$ cat src/sv/sig_pkg.sv
// ----------------------------------------------------------------------------
// sig_pkg
// Shared types and constants of the sphere index generator.
// ----------------------------------------------------------------------------
package sig_pkg;

  localparam int IDX_W     = 12;  // vertex index width
  localparam int CFG_W     = 7;   // configuration register width
  localparam int CFG_IDX_W = 1;   // configuration register index width

  localparam logic [CFG_IDX_W-1:0] REG_LAT_DIV  = 1'd0;
  localparam logic [CFG_IDX_W-1:0] REG_LONG_DIV = 1'd1;

  localparam logic [CFG_W-1:0] LAT_DIV_RESET  = 7'd20;
  localparam logic [CFG_W-1:0] LONG_DIV_RESET = 7'd40;

  typedef struct packed {
    logic [IDX_W-1:0] tri1_a;
    logic [IDX_W-1:0] tri1_b;
    logic [IDX_W-1:0] tri1_c;
    logic [IDX_W-1:0] tri2_a;
    logic [IDX_W-1:0] tri2_b;
    logic [IDX_W-1:0] tri2_c;
    logic             mesh_done;
  } sig_result_t;

endpackage

$ cat src/sv/sphere_index_generator.sv
// ----------------------------------------------------------------------------
// sphere_index_generator
// Triangle-list index stream of a latitude-longitude sphere, one cell a beat.
// ----------------------------------------------------------------------------
// Each accepted input beat yields one cell: two triangles (six 12-bit vertex
// indices). Body bands come first, column by column, then long_divisions cap
// cells pairing a north-pole and a south-pole triangle; mesh_done marks the
// final cap cell, after which the walk wraps. restart returns the first cell.
// Throughput is one cell per clock while in_stall is low: the walk counters
// and running row base update in the cycle a beat is accepted, and the
// result is registered in the output register. A one-entry skid buffer
// keeps input accepted for one more beat while the output is stalled.
// Writing either register (only while idle) restarts the walk; register
// values are clamped to 2..MAX_LAT_DIV and 3..MAX_LONG_DIV.
// ----------------------------------------------------------------------------
module sphere_index_generator #(
  parameter int MAX_LAT_DIV  = 64,
  parameter int MAX_LONG_DIV = 64
) (
  input  logic                          clk,
  input  logic                          rst,
  input  logic                          cfg_we,
  input  logic [sig_pkg::CFG_IDX_W-1:0] cfg_index,
  input  logic [sig_pkg::CFG_W-1:0]     cfg_data,
  input  logic                          in_valid,
  output logic                          in_stall,
  input  logic                          restart,
  output logic                          out_valid,
  input  logic                          out_stall,
  output logic [sig_pkg::IDX_W-1:0]     tri1_a,
  output logic [sig_pkg::IDX_W-1:0]     tri1_b,
  output logic [sig_pkg::IDX_W-1:0]     tri1_c,
  output logic [sig_pkg::IDX_W-1:0]     tri2_a,
  output logic [sig_pkg::IDX_W-1:0]     tri2_b,
  output logic [sig_pkg::IDX_W-1:0]     tri2_c,
  output logic                          mesh_done
);
  import sig_pkg::*;

  logic        accept;
  logic        full;
  sig_result_t walk_out;
  sig_result_t held;

  assign in_stall = full;
  assign accept   = in_valid && !full;

  sig_walk #(
    .MAX_LAT_DIV  (MAX_LAT_DIV),
    .MAX_LONG_DIV (MAX_LONG_DIV)
  ) u_walk (
    .clk       (clk),
    .rst       (rst),
    .cfg_we    (cfg_we),
    .cfg_index (cfg_index),
    .cfg_data  (cfg_data),
    .step      (accept),
    .restart   (restart),
    .result    (walk_out)
  );

  sig_skid u_skid (
    .clk       (clk),
    .rst       (rst),
    .push      (accept),
    .push_data (walk_out),
    .full      (full),
    .out_valid (out_valid),
    .out_stall (out_stall),
    .out_data  (held)
  );

  assign tri1_a    = held.tri1_a;
  assign tri1_b    = held.tri1_b;
  assign tri1_c    = held.tri1_c;
  assign tri2_a    = held.tri2_a;
  assign tri2_b    = held.tri2_b;
  assign tri2_c    = held.tri2_c;
  assign mesh_done = held.mesh_done;

endmodule

$ cat src/sv/sig_walk.sv
// ----------------------------------------------------------------------------
// sig_walk
// Cell walk state and index arithmetic: one cell per accepted beat.
// ----------------------------------------------------------------------------
module sig_walk #(
  parameter int MAX_LAT_DIV  = 64,
  parameter int MAX_LONG_DIV = 64
) (
  input  logic                               clk,
  input  logic                               rst,
  input  logic                               cfg_we,
  input  logic [sig_pkg::CFG_IDX_W-1:0]      cfg_index,
  input  logic [sig_pkg::CFG_W-1:0]          cfg_data,
  input  logic                               step,
  input  logic                               restart,
  output sig_pkg::sig_result_t               result
);
  import sig_pkg::*;

  localparam int BW  = (MAX_LAT_DIV  > 2) ? $clog2(MAX_LAT_DIV)  : 1;
  localparam int CW  = $clog2(MAX_LONG_DIV);
  localparam int LW  = $clog2(MAX_LAT_DIV + 1);
  localparam int LNW = $clog2(MAX_LONG_DIV + 1);

  logic [CFG_W-1:0] lat_divisions;
  logic [CFG_W-1:0] long_divisions;

  logic [BW-1:0]    band_index;
  logic [CW-1:0]    column_index;
  logic             in_cap_cells;
  logic [IDX_W-1:0] band_row_base;

  logic [BW-1:0]    band_index_next;
  logic [CW-1:0]    column_index_next;
  logic             in_cap_cells_next;
  logic [IDX_W-1:0] band_row_base_next;

  logic [LW-1:0]    lat;
  logic [LNW-1:0]   lng;
  logic [LW-1:0]    bands;
  logic [BW-1:0]    band;
  logic [CW-1:0]    col;
  logic [CW-1:0]    prev;
  logic [IDX_W-1:0] base;
  logic [IDX_W-1:0] nxt;
  logic             cap;
  logic             last_col;
  logic             cfg_hit;

  // saturate the registers to the supported range
  always_comb begin
    if (32'(lat_divisions) < 32'd2) begin
      lat = LW'(2);
    end else if (32'(lat_divisions) > 32'(MAX_LAT_DIV)) begin
      lat = LW'(MAX_LAT_DIV);
    end else begin
      lat = LW'(lat_divisions);
    end
    if (32'(long_divisions) < 32'd3) begin
      lng = LNW'(3);
    end else if (32'(long_divisions) > 32'(MAX_LONG_DIV)) begin
      lng = LNW'(MAX_LONG_DIV);
    end else begin
      lng = LNW'(long_divisions);
    end
  end

  assign bands = lat - LW'(2);

  always_comb begin
    // restart takes effect before the cell is formed
    band = restart ? '0 : band_index;
    col  = restart ? '0 : column_index;
    base = restart ? '0 : band_row_base;
    cap  = (restart ? 1'b0 : in_cap_cells) || (LW'(band) >= bands);

    prev     = (col == '0) ? CW'(lng - LNW'(1)) : col - CW'(1);
    nxt      = base + IDX_W'(lng);
    last_col = (LNW'(col) + LNW'(1)) >= lng;

    band_index_next    = band;
    column_index_next  = col + CW'(1);
    in_cap_cells_next  = cap;
    band_row_base_next = base;
    result.mesh_done   = 1'b0;

    if (!cap) begin
      result.tri1_a = base + IDX_W'(prev);
      result.tri1_b = nxt + IDX_W'(prev);
      result.tri1_c = base + IDX_W'(col);
      result.tri2_a = base + IDX_W'(col);
      result.tri2_b = nxt + IDX_W'(prev);
      result.tri2_c = nxt + IDX_W'(col);
      if (last_col) begin
        column_index_next  = '0;
        band_index_next    = band + BW'(1);
        band_row_base_next = nxt;
      end
    end else begin
      // caps: base holds the last body ring, nxt is the north pole
      result.tri1_a = IDX_W'(prev);
      result.tri1_b = IDX_W'(col);
      result.tri1_c = nxt;
      result.tri2_a = base + IDX_W'(col);
      result.tri2_b = base + IDX_W'(prev);
      result.tri2_c = nxt + IDX_W'(1);
      if (last_col) begin
        result.mesh_done   = 1'b1;
        band_index_next    = '0;
        column_index_next  = '0;
        in_cap_cells_next  = 1'b0;
        band_row_base_next = '0;
      end
    end
  end

  assign cfg_hit = cfg_we && ((cfg_index == REG_LAT_DIV) || (cfg_index == REG_LONG_DIV));

  always_ff @(posedge clk) begin
    if (rst) begin
      lat_divisions  <= LAT_DIV_RESET;
      long_divisions <= LONG_DIV_RESET;
    end else if (cfg_we) begin
      if (cfg_index == REG_LAT_DIV) begin
        lat_divisions <= cfg_data;
      end
      if (cfg_index == REG_LONG_DIV) begin
        long_divisions <= cfg_data;
      end
    end
  end

  always_ff @(posedge clk) begin
    if (rst || cfg_hit) begin
      band_index    <= '0;
      column_index  <= '0;
      in_cap_cells  <= 1'b0;
      band_row_base <= '0;
    end else if (step) begin
      band_index    <= band_index_next;
      column_index  <= column_index_next;
      in_cap_cells  <= in_cap_cells_next;
      band_row_base <= band_row_base_next;
    end
  end

endmodule

$ cat src/sv/sig_skid.sv
// ----------------------------------------------------------------------------
// sig_skid
// Output register with one skid entry, so the walk can take one more step
// while a finished cell waits.
// ----------------------------------------------------------------------------
module sig_skid (
  input  logic                 clk,
  input  logic                 rst,
  input  logic                 push,
  input  sig_pkg::sig_result_t push_data,
  output logic                 full,
  output logic                 out_valid,
  input  logic                 out_stall,
  output sig_pkg::sig_result_t out_data
);
  import sig_pkg::*;

  logic        skid_valid;
  sig_result_t skid_data;

  assign full = skid_valid;

  always_ff @(posedge clk) begin
    if (rst) begin
      out_valid  <= 1'b0;
      skid_valid <= 1'b0;
    end else if (!out_valid || !out_stall) begin
      if (skid_valid) begin
        out_valid  <= 1'b1;
        skid_valid <= 1'b0;
      end else begin
        out_valid <= push;
      end
    end else if (push) begin
      skid_valid <= 1'b1;
    end
  end

  always_ff @(posedge clk) begin
    if (!out_valid || !out_stall) begin
      out_data <= skid_valid ? skid_data : push_data;
    end else if (push) begin
      skid_data <= push_data;
    end
  end

endmodule
$ cat config.mk
export PLATFORM = sky130hd
export DESIGN_NAME = sphere_index_generator
export DESIGN_NICKNAME = d
export VERILOG_FILES = /design/src/sv/sig_pkg.sv /design/src/sv/sphere_index_generator.sv /design/src/sv/sig_walk.sv /design/src/sv/sig_skid.sv
export SDC_FILE = /design/constraint.sdc
export NUM_CORES = 1
export LEC_CHECK = 0
export BUFFER_PORTS_ARGS = -buffer_cell sky130_fd_sc_hd__buf_2
export CORE_MARGIN = 2
export CORE_UTILIZATION = 60
export CTS_CLUSTER_DIAMETER = 200
export DETAILED_ROUTE_END_ITERATION = 8
export HOLD_SLACK_MARGIN = 0.05
export MAX_ROUTING_LAYER = met4
export PLACE_DENSITY = 0.87
export SLEW_MARGIN = 15
export SYNTH_ARGS = -nofsm -noshare
export SYNTH_HDL_FRONTEND = slang
export SYNTH_SLANG_ARGS = --single-unit
$ cat constraint.sdc
create_clock -name clk -period 8.2 [get_ports clk]
set_clock_uncertainty 0.15 [all_clocks]
set_input_delay 0.82 -clock clk [delete_from_list [all_inputs] [get_ports clk]]
set_output_delay 0.82 -clock clk [all_outputs]
set_load 0.03 [all_outputs]
==> results of run 1 <==
==> metal layers <==
layer	share of wire, %	vias up	track usage [%]	wire [um]
li1	-	3436	-	-
met1	39	3477	29.69	8637
met2	52	281	45.45	11500
met3	4.7	75	4.368	1041
met4	4.1	0	12.78	897
met5	0	-	-	0
==> worst register-to-register path: cells and delay by family, from the launching register on <==
family                     cells  cell delay, ps
AOI/OAI and AO/OA              8            1820
buffers and inverters          1             410
DFF                            1             360
and+or+nand+nor                4             600
muxes                          1             280
adders and majority gates      4            1220
xor gates and xnor gates       1             180
==> metrics by stage <==
stage                     setup slack (ps)  hold slack (ps)
after floorplan                       1811            282.0
after global placement                2689            297.8
after detailed placement              2612            296.7
after CTS                             2954            306.9
after global routing                  2668            326.9
final                                 2922            306.6
==> worst max path at each step <==
stage | cells after the start | from | endpoint | slack (ps)
after floorplan | 2 | out_stall | u_skid.skid_data[0] | 1810
after global placement | 19 | restart | u_skid.out_data[11] | 2690
after detailed placement | 19 | restart | u_skid.out_data[11] | 2610
after CTS | 19 | u_walk.lat_divisions[3] | u_skid.out_data[11] | 2950
after global routing | 19 | u_walk.lat_divisions[2] | u_skid.out_data[11] | 2670
final | 19 | restart | u_skid.out_data[11] | 2920
==> registers in the layout (all words and copies together) (netlist names) <==
name	flops
u_skid.full	1
u_walk.in_cap_cells	1
u_skid.out_valid	1
u_skid.out_data	73
u_walk.band_index	6
u_walk.long_divisions	7
u_walk.column_index	6
u_walk.band_row_base	12
u_walk.lat_divisions	7
u_skid.skid_data	73
==> layout by cell type, fill, tap and decap left out, drive strengths merged, types with 8 or more instances in the layout <==
cell    netlist  layout
nand2b        9       9
o31ai        11      11
clkbuf       34      18
xor2         21      21
mux2         55      55
o21a         10      10
nor3         12      12
edfxtp      146     146
nor2b        20      20
dfxtp        41      41
a21oi        38      38
ha           50      50
o21ai        61      61
xnor2        31      31
clkinv        1       8
nor2         79      79
nand2       126     126
nand3        24      24
a22oi        14      14
buf           7      94
inv          43      47
==> synthesized netlist by cell type (2+ instances only) <==
cell type,n
a211o_1,4
a211oi_1,5
a21o_1,6
a21oi_1,38
a22oi_1,14
a31oi_1,6
a32oi_2,2
and2_1,2
and3_1,5
buf_1,4
buf_2,3
clkbuf_1,34
dfxtp_1,41
edfxtp_1,146
fa_1,5
ha_1,50
inv_1,42
mux2_2,55
mux2i_1,6
nand2_1,126
nand2b_1,9
nand3_1,23
nand3b_1,3
nand4_1,3
nor2_1,78
nor2b_1,19
nor3_1,12
nor4_1,6
o2111ai_1,2
o21a_1,10
o21ai_0,57
o21ai_1,3
o31a_1,2
o31ai_1,10
or2_2,2
or3_1,2
or4_1,3
xnor2_1,31
xor2_1,19
xor2_2,2
==> final cells by class <==
cell class                      instances  area share, %
Sequential cell                       187          47.07
Clock inverter                         14         0.8819
Timing Repair Buffer                   94          4.387
Multi-Input combinational cell        644          39.85
Clock buffer                           18          3.878
Inverter                               44          1.492
Tap cell                              216          2.442
==> kinds of logic after synthesis <==
group,share of synthesized area [%]
simple gates,13.86
flops,52.51
buf+inv,3.257
fa+ha+maj,7.321
mux,7.082
xor+xnor,4.746
compound gates,11.22
==> power by group <==
part	total [mW]	switching (mW)	internal, mW	leakage (nW)
clock network	0.746	0.358	0.388	0.254
logic	0.371	0.253	0.118	2.49
registers	1.12	0.0201	1.10	1.78
==> results.toml, run 1 <==
[global_route]
grt_pass1_vias = 6925
grt_pass1_wl_mm = 35.07
grt_max_degree = 79
grt_overflow_total = 0
track_usage_pct = 26.30
antenna_found_initial = 0

[logic_synthesis]
synth.distinct_cells = 66
yosys-top-cells-area = "edfxtp_1, dfxtp_1, ha_1, mux2_2, nand2_1"
synth-edff-count = 146
yosysTopAreaCell = "edfxtp_1"
ys_seq_elements = 187
synthCells = 916
synthesis.nets = 985
avgSynthCellArea_um2 = 10.82
async_reset_ff_share_pct = 0
yosysSeqAreaShare_pct = 52.51
synth_ff_type = "edfxtp_1"
ys_warn_count = 0
syn_area_um2 = 9912
yosys.area.top_type_share_pct = 44.23

[critical_path]
crit_buf_inv = 3
cp_slowest_stage_delay_ps = 440
r2r-start = "u_walk.lat_divisions[3]"
crit_slowest_cell = "buf_2"
reg2reg_depth = 19
worstSetupPathType = "primary input to flip-flop"
critPathMaxFanout = 38
path_cells = "buf_2, inv_2, nand2_1, ha_1, nand2b_1, a21o_1, a21oi_1, o21a_1, buf_4, nand2_1, ha_1, fa_1, a21o_1, a21oi_1, o21ai_0, nand2_1, nor2_1, xor2_1, mux2_2"
worst-r2r-setup-slack_ps = 2930
reg2reg_to = "u_skid.out_data[11]"
worstSetupStartpointType = "primary input"
crit_path_end_kind = "flip-flop"
arrival_ps = 5320
crit_top_cell = "nand2_1"
crit_required_ps = 8240
crit_family = "compound AO/OA/AOI/OAI gates"

[layout]
fin_util_pct = 69.17
multi_input_area_um2 = 4410
final_nets = 1057
syn_to_final_growth_pct = 11.65
n_antenna_cell = 0
register_area_um2 = 5209
postLayoutCellArea_um2 = 11070
num-fill-cells = 1195
instances_no_fill = 1217
drive_gt1_share_pct = 19.98

[min_path]
whs_path_depth = 2
hp-start = "u_walk.in_cap_cells"
whs_endpoint = "u_walk.in_cap_cells"
hold_class = "flip-flop to flip-flop"

[power]
power_density_nw_per_um2 = 202.0
power_mw = 2.236
max-vdd-ir-drop_mv = 0.1567
leakagePower_nw = 4.520

[clock_network]
cts.sink_count = 187
path_clk_slew_ps = 70
cts.htree.levels = 4
clk_latency_ps = 440
cts_resized = 0
clockBufferDepth = 2
cts_root_buffer = "clkbuf_16"
ctsHoldBuffers = 0
post_cts_buffers = 0
numCtsBuffers = 17
cts_tree = "done"

[detailed_routing]
ant_nets = 0
num_vias = 7269
drt-wirelength-per-cell_um = 18.14
drt_first_iter_violations = 627
wirelength_mm = 22.07
drc_errors = 0
vias_per_cell = 5.973
dr.pass1.iters = 6

[outcome]
status = "finished clean"

[floorplan]
die-area_um2 = 17560
initial_core_util_pct = 61.95
core_um2 = 16000
ios = 89
die_w_um = 132.5
row_count = 46
die_h_um = 132.5

[sta]
tns_ps = 0
tightest_slew_ps = 1108
fin_crit_sh_pct = 64.37
final_max_slew_viol_count = 0
rsz0062_at_grt = "false"
maxSlewHeadroom_pct = 25.62
hold_viol = 0
setup_viol = 0
period_minus_slack_ps = 5278
max_freq_mhz = 189.5

[placed_design]
placed_cell_area_um2 = 10540
dp_cells = 1185
post-dp-hpwl_mm = 15.39
io_buffers = 88
place_congestion = 0.9482

[flow_run]
drv_cap = 0
Power figures use the tool's default switching activity.
==> run 2, diff against run 1 <==
--- a/config.mk
+++ b/config.mk
@@ -7,12 +7,12 @@
 export LEC_CHECK = 0
 export BUFFER_PORTS_ARGS = -buffer_cell sky130_fd_sc_hd__buf_2
 export CORE_MARGIN = 2
-export CORE_UTILIZATION = 60
+export CORE_UTILIZATION = 54
 export CTS_CLUSTER_DIAMETER = 200
 export DETAILED_ROUTE_END_ITERATION = 8
 export HOLD_SLACK_MARGIN = 0.05
 export MAX_ROUTING_LAYER = met4
-export PLACE_DENSITY = 0.87
+export PLACE_DENSITY = 0.83
 export SLEW_MARGIN = 15
 export SYNTH_ARGS = -nofsm -noshare
 export SYNTH_HDL_FRONTEND = slang
==> constraint.sdc (replaced) <==
create_clock -name clk -period 4.25 [get_ports clk]
set_clock_uncertainty 0.15 [all_clocks]
set_input_delay 0.425 -clock clk [delete_from_list [all_inputs] [get_ports clk]]
set_output_delay 0.425 -clock clk [all_outputs]
set_load 0.03 [all_outputs]
==> run 2 against run 1 <==
  * Combinational power grew 110%
  * Core utilization shrank 3.7 points
  * Via count grew 3.2%
  * Non-clock buffer count grew 62
  * Die area grew 11%
  * Largest power group unchanged
  * Worst setup slack lost 2900 ps
  * Clock-buffer cell count shrank 1
  * Design area grew 6.3%
  * Worst hold slack lost 240 ps
  * Sequential power grew 93%
==> results.toml, run 2 (same netlist as run 1, synthesis figures left out) <==
[global_route]
grt_overflow_total = 0
track_usage_pct = 24.33
grt_pass1_vias = 7346
grt_max_degree = 80
grt_pass1_wl_mm = 36.20
antenna_found_initial = 0

[power]
max-vdd-ir-drop_mv = 0.2882
power_mw = 4.570
leakagePower_nw = 4.874
power_density_nw_per_um2 = 388.3

[placed_design]
place_congestion = 0.9571
post-dp-hpwl_mm = 16.40
placed_cell_area_um2 = 10990
io_buffers = 88

[floorplan]
die_w_um = 139.5
ios = 89
core_um2 = 17960
initial_core_util_pct = 55.18
die-area_um2 = 19450
row_count = 49
die_h_um = 139.5

[critical_path]
worstSetupStartpointType = "flip-flop"
crit_required_ps = 4290
crit_slowest_cell = "dfxtp_2"
crit_buf_inv = 1
crit_path_end_kind = "flip-flop"
crit_family = "compound AO/OA/AOI/OAI gates"
reg2reg_depth = 19
path_cells = "nor4_4, o21ai_2, ha_2, o21a_1, a31oi_1, ha_1, a221oi_2, buf_4, o21ai_4, nor2_4, ha_1, a21oi_2, o21ai_2, o31ai_4, a32oi_2, nand2_1, nor2_1, xor2_1, mux2_4"
worst-r2r-setup-slack_ps = 70
worstSetupPathType = "flip-flop to flip-flop"
cp_slowest_stage_delay_ps = 340
arrival_ps = 4220
reg2reg_to = "u_skid.out_data[12]"
critPathMaxFanout = 7
r2r-start = "u_walk.lat_divisions[5]"

[min_path]
whs_endpoint = "u_walk.lat_divisions[2]"
hp-start = "cfg_data[2]"
hold_class = "primary input to flip-flop"
whs_path_depth = 3

[clock_network]
cts_tree = "done"
numCtsBuffers = 17
cts_root_buffer = "clkbuf_16"
path_clk_slew_ps = 80
cts.sink_count = 187
clockBufferDepth = 2
clk_latency_ps = 440
ctsHoldBuffers = 0
cts.htree.levels = 4

[layout]
mostFrequentLayoutCells = "edfxtp_1, nand2_1, buf_2"
postLayoutCellArea_um2 = 11770
layout_commonest_cell = "edfxtp_1"
num-fill-cells = 1342
register_area_um2 = 5213
top_regs = "u_skid.out_data: 73 flops, u_skid.skid_data: 73 flops, u_walk.band_row_base: 12 flops"
syn_to_final_growth_pct = 18.72
n_antenna_cell = 0
fin_util_pct = 65.51
drive_gt1_share_pct = 27.19
final_nets = 1119
multi_input_area_um2 = 4532

[detailed_routing]
vias_per_cell = 5.808
num_vias = 7504
ant_nets = 0
drt-wirelength-per-cell_um = 18.25
drt_first_iter_violations = 647
drc_errors = 0
wirelength_mm = 23.59
dr.pass1.iters = 5

[sta]
rsz0062_at_grt = "true"
tightest_slew_ps = 892.0
hold_viol = 0
setup_viol = 0
tns_ps = 0
final_max_slew_viol_count = 0
period_minus_slack_ps = 4181
fin_crit_sh_pct = 98.37
max_freq_mhz = 239.2
maxSlewHeadroom_pct = 40.53

[flow_run]
drv_cap = 0

[outcome]
status = "finished clean"
==> run 2: changes by cell type in the layout (fill, tap and decap cells not counted), sizes merged <==
| cell | delta |
|---|---|
| buf | +62 |
| clkinv | -2 |
| bufinv | +2 |
| clkbuf | -1 |
| inv | +3 |
| clkinvlp | -2 |
==> run 2: stage by stage <==
stage	hold slack [ps]	setup slack [ps]	cells
2_1_floorplan	283.2	2.593	916
3_3_place_gp	302.4	9.521	1252
3_5_place_dp	306.4	-152.2	1252
4_1_cts	53.31	3.106	1286
5_1_grt	74.17	-68.23	1292
6_report	64.66	69.23	1292
==> run 2: power by group <==
group,total [mW],switching (mW),internal [mW]
Combinational,0.763,0.498,0.265
Clock,1.65,0.757,0.891
Sequential,2.16,0.0404,2.12
Total,4.57,1.30,3.27
==> run 2: worst register-to-register path, stage by stage, from the launching register on <==
cell	delay, ps
dfxtp_2	340
nor4_4	310
o21ai_2	110
ha_2	200
o21a_1	110
a31oi_1	170
ha_1	280
a221oi_2	280
buf_4	170
o21ai_4	110
nor2_4	120
ha_1	250
a21oi_2	190
o21ai_2	100
o31ai_4	260
a32oi_2	110
nand2_1	120
nor2_1	50
xor2_1	190
mux2_4	300
==> run 2: per-layer routing <==
metal | part of all wire (%) | track usage, % | vias up
met3 | 4.8 | 4.267 | 84
met2 | 52 | 40.79 | 278
met5 | 0 | - | -
met4 | 4.6 | 14.14 | 0
met1 | 39 | 27.43 | 3590
li1 | - | - | 3552
==> run 2: worst max path at each step <==
stage	depth (start not counted)	slack [ps]	startpoint	end
finish	19	70	u_walk.lat_divisions[5]	u_skid.out_data[12]
global route	19	-70	u_walk.long_divisions[6]	u_skid.out_data[12]
CTS	18	3	u_walk.lat_divisions[2]	u_skid.out_data[10]
detailed placement	18	-150	u_walk.lat_divisions[3]	u_skid.out_data[10]
global placement	17	10	u_walk.long_divisions[2]	u_skid.out_data[22]
floorplan	20	3	u_walk.lat_divisions[2]	u_skid.out_data[10]
==> run 2: cell type report <==
class | count | area share [%]
Sequential cell | 187 | 44.30
Clock buffer | 17 | 3.615
Inverter | 44 | 1.425
Tap cell | 229 | 2.435
Timing Repair Buffer | 156 | 8.187
Clock inverter | 15 | 1.531
Multi-Input combinational cell | 644 | 38.51
==> run 2: what timing repair did <==
item	CTS	global route
hold endpoints to repair	0	0
setup buffers	2	6
pin swaps	2	14
setup endpoints to repair	18	23
resized for setup	10	19
==> run 3, diff against run 2 <==
--- a/config.mk
+++ b/config.mk
@@ -7,13 +7,14 @@
 export LEC_CHECK = 0
 export BUFFER_PORTS_ARGS = -buffer_cell sky130_fd_sc_hd__buf_2
 export CORE_MARGIN = 2
-export CORE_UTILIZATION = 54
+export CORE_UTILIZATION = 38
 export CTS_CLUSTER_DIAMETER = 200
 export DETAILED_ROUTE_END_ITERATION = 8
 export HOLD_SLACK_MARGIN = 0.05
 export MAX_ROUTING_LAYER = met4
-export PLACE_DENSITY = 0.83
+export PLACE_DENSITY = 0.64
 export SLEW_MARGIN = 15
 export SYNTH_ARGS = -nofsm -noshare
 export SYNTH_HDL_FRONTEND = slang
+export SYNTH_HIERARCHICAL = 1
 export SYNTH_SLANG_ARGS = --single-unit
==> run 3 against run 2 <==
  * Die area rose by 47%
  * Non-clock buffer count rose by 18
  * Combinational power rose by 13%
  * Sequential share of layout area fell by 2.5 points
  * Worst hold slack improved by 9.5 ps
  * Synthesized cell count fell by 2.0%
  * Critical endpoint is now u_skid/out_data[11]
==> results.toml, run 3 <==
[floorplan]
ios = 89
row_count = 60
die_w_um = 168.9
die_h_um = 168.9
die-area_um2 = 28530
initial_core_util_pct = 38.56
core_um2 = 26800

[logic_synthesis]
yosys.area.top_type_share_pct = 42.43
synth_ff_type = "edfxtp_1"
syn_area_um2 = 10330
yosysMostFrequentCell = "edfxtp_1"
synth-edff-count = 146
synth.distinct_cells = 67
yosysTopAreaCell = "edfxtp_1"
synthCells = 898
avgSynthCellArea_um2 = 11.51
yosys-top-cells-count = "edfxtp_1, nand2_1, nor2_1"
yosys-top-cells-area = "edfxtp_1, mux2_4, dfxtp_1, ha_1, xnor2_1"
ys_warn_count = 6
async_reset_ff_share_pct = 0
synthesis.nets = 967
ys_seq_elements = 187
yosysSeqAreaShare_pct = 50.37

[sta]
period_minus_slack_ps = 4094
maxSlewHeadroom_pct = 46.37
fin_crit_sh_pct = 96.33
setup_viol = 0
tightest_slew_ps = 804.5
rsz0062_at_grt = "true"
setup_slack_ps = 156.0
hold_slack_ps = 74.20
final_max_slew_viol_count = 0
hold_viol = 0
max_freq_mhz = 244.3

[placed_design]
io_buffers = 88
place_congestion = 0.9275
post-dp-hpwl_mm = 17.29
post-place-ws_ps = -17.70

[detailed_routing]
drt_first_iter_violations = 481
wirelength_mm = 23.86
num_vias = 7155
drc_errors = 0
drt-wirelength-per-cell_um = 16.97
ant_nets = 0
vias_per_cell = 5.089
dr.pass1.iters = 5

[layout]
top_regs = "u_skid/out_data: 73 flops, u_skid/skid_data: 73 flops, u_walk/band_row_base: 12 flops"
n_antenna_cell = 0
final_nets = 1121
multi_input_area_um2 = 4992
layout_commonest_cell = "edfxtp_1"
num-fill-cells = 2471
register_area_um2 = 5215
drive_gt1_share_pct = 31.46
mostFrequentLayoutCells = "edfxtp_1, buf_2, nand2_1"
syn_to_final_growth_pct = 20.70

[clock_network]
cts_tree = "done"
numCtsBuffers = 17
clockBufferDepth = 2
ctsHoldBuffers = 0
path_clk_slew_ps = 70
clk_latency_ps = 450
cts.sink_count = 187
cts.htree.levels = 4
cts_root_buffer = "clkbuf_16"

[critical_path]
arrival_ps = 4140
worst-r2r-setup-slack_ps = 160
critPathMaxFanout = 4
crit_path_end_kind = "flip-flop"
worstSetupPathType = "flip-flop to flip-flop"
worstSetupStartpointType = "flip-flop"
crit_required_ps = 4290

[global_route]
grt_max_degree = 74
antenna_found_initial = 0
grt_overflow_total = 0
track_usage_pct = 17.43
grt_pass1_vias = 7140
grt_pass1_wl_mm = 37.82

[outcome]
status = "finished clean"

[power]
power_mw = 4.630
leakagePower_nw = 5.145
power_density_nw_per_um2 = 371.2
max-vdd-ir-drop_mv = 0.1887

[flow_run]
drv_cap = 0

[min_path]
hold_class = "primary input to flip-flop"
-- run 3: final cells by class --
class / count / area share, %
clock buffer: 17 / 3.411
clock inverter: 15 / 1.374
inverter: 35 / 1.053
multi-input combinational: 637 / 40.02
sequential: 187 / 41.81
tap: 341 / 3.421
timing repair buffer: 174 / 8.908
-- run 3: logic make-up after synthesis --
logic type | after synthesis | share of synthesized area [%]
simple gates | 285 | 13.51
fa+ha+maj | 55 | 7.023
flops | 187 | 50.37
buf+inv | 74 | 3.281
xor+xnor | 50 | 4.238
compound gates | 160 | 10.06
mux | 87 | 11.51
-- run 3: metrics by stage --
step / instance area [um2] / TNS, ps / util (%) / instances
global placement: 11650 / 0 / 43.46 / 1369
detailed placement: 11650 / -17.70 / 43.46 / 1369
global route: 12470 / -131.0 / 46.54 / 1406
CTS: 12260 / 0 / 45.73 / 1401
finish: 12470 / 0 / 46.54 / 1406
floorplan: 10410 / 0 / - / 898
-- run 3: report_power, final --
part | total [mW] | switching, mW | leakage, nW | internal (mW)
sequential | 2.16 | 0.0390 | 1.80 | 2.12
clock | 1.61 | 0.814 | 0.284 | 0.795
combinational | 0.864 | 0.517 | 3.06 | 0.347
total | 4.63 | 1.37 | 5.15 | 3.26
-- run 3: per-layer routing --
metal  vias to the layer above  wire [um]  track usage (%)  share of wire, %
li1                       3568          -                -                 -
met1                      3414      10940            21.66                46
met2                       139      11790            29.01                49
met3                        34        712            3.063               3.0
met4                         0        411            5.510               1.7
met5                         -          0                -                 0
-- run 3: final timing paths --
kind | to | cells past startpoint | from
hold reg to reg | u_walk/lat_divisions[0] | 2 | u_walk/lat_divisions[0]
setup reg to reg | u_skid/out_data[11] | 20 | u_walk/lat_divisions[5]
hold / removal | u_walk/lat_divisions[4] | 3 | cfg_data[4]
setup / recovery | u_skid/out_data[11] | 20 | u_walk/lat_divisions[5]
-- run 3: critical path, cell delays in order (launching register included) --
cell and delay [ps]:
dfxtp_2 320, nor4_2 250, o21ai_1 130, ha_2 200, o21a_1 100, a31oi_1 170
ha_1 290, a21oi_2 200, o21ai_1 130, nand2b_4 170, nor2_2 130, inv_1 70
fa_2 390, nor2b_1 120, o21ai_1 80, nand2b_1 110, a21o_1 180, a21oi_4 80
nor3_2 190, xor2_1 110, mux2_4 270
-- run 3: timing repair --
item | 4_1_cts | 5_1_grt
endpoints found under the setup margin | 2 | 27
setup buffers | 0 | 6
resized for setup | 2 | 43
pin swaps | 0 | 25
endpoints found under the hold margin | 0 | 0
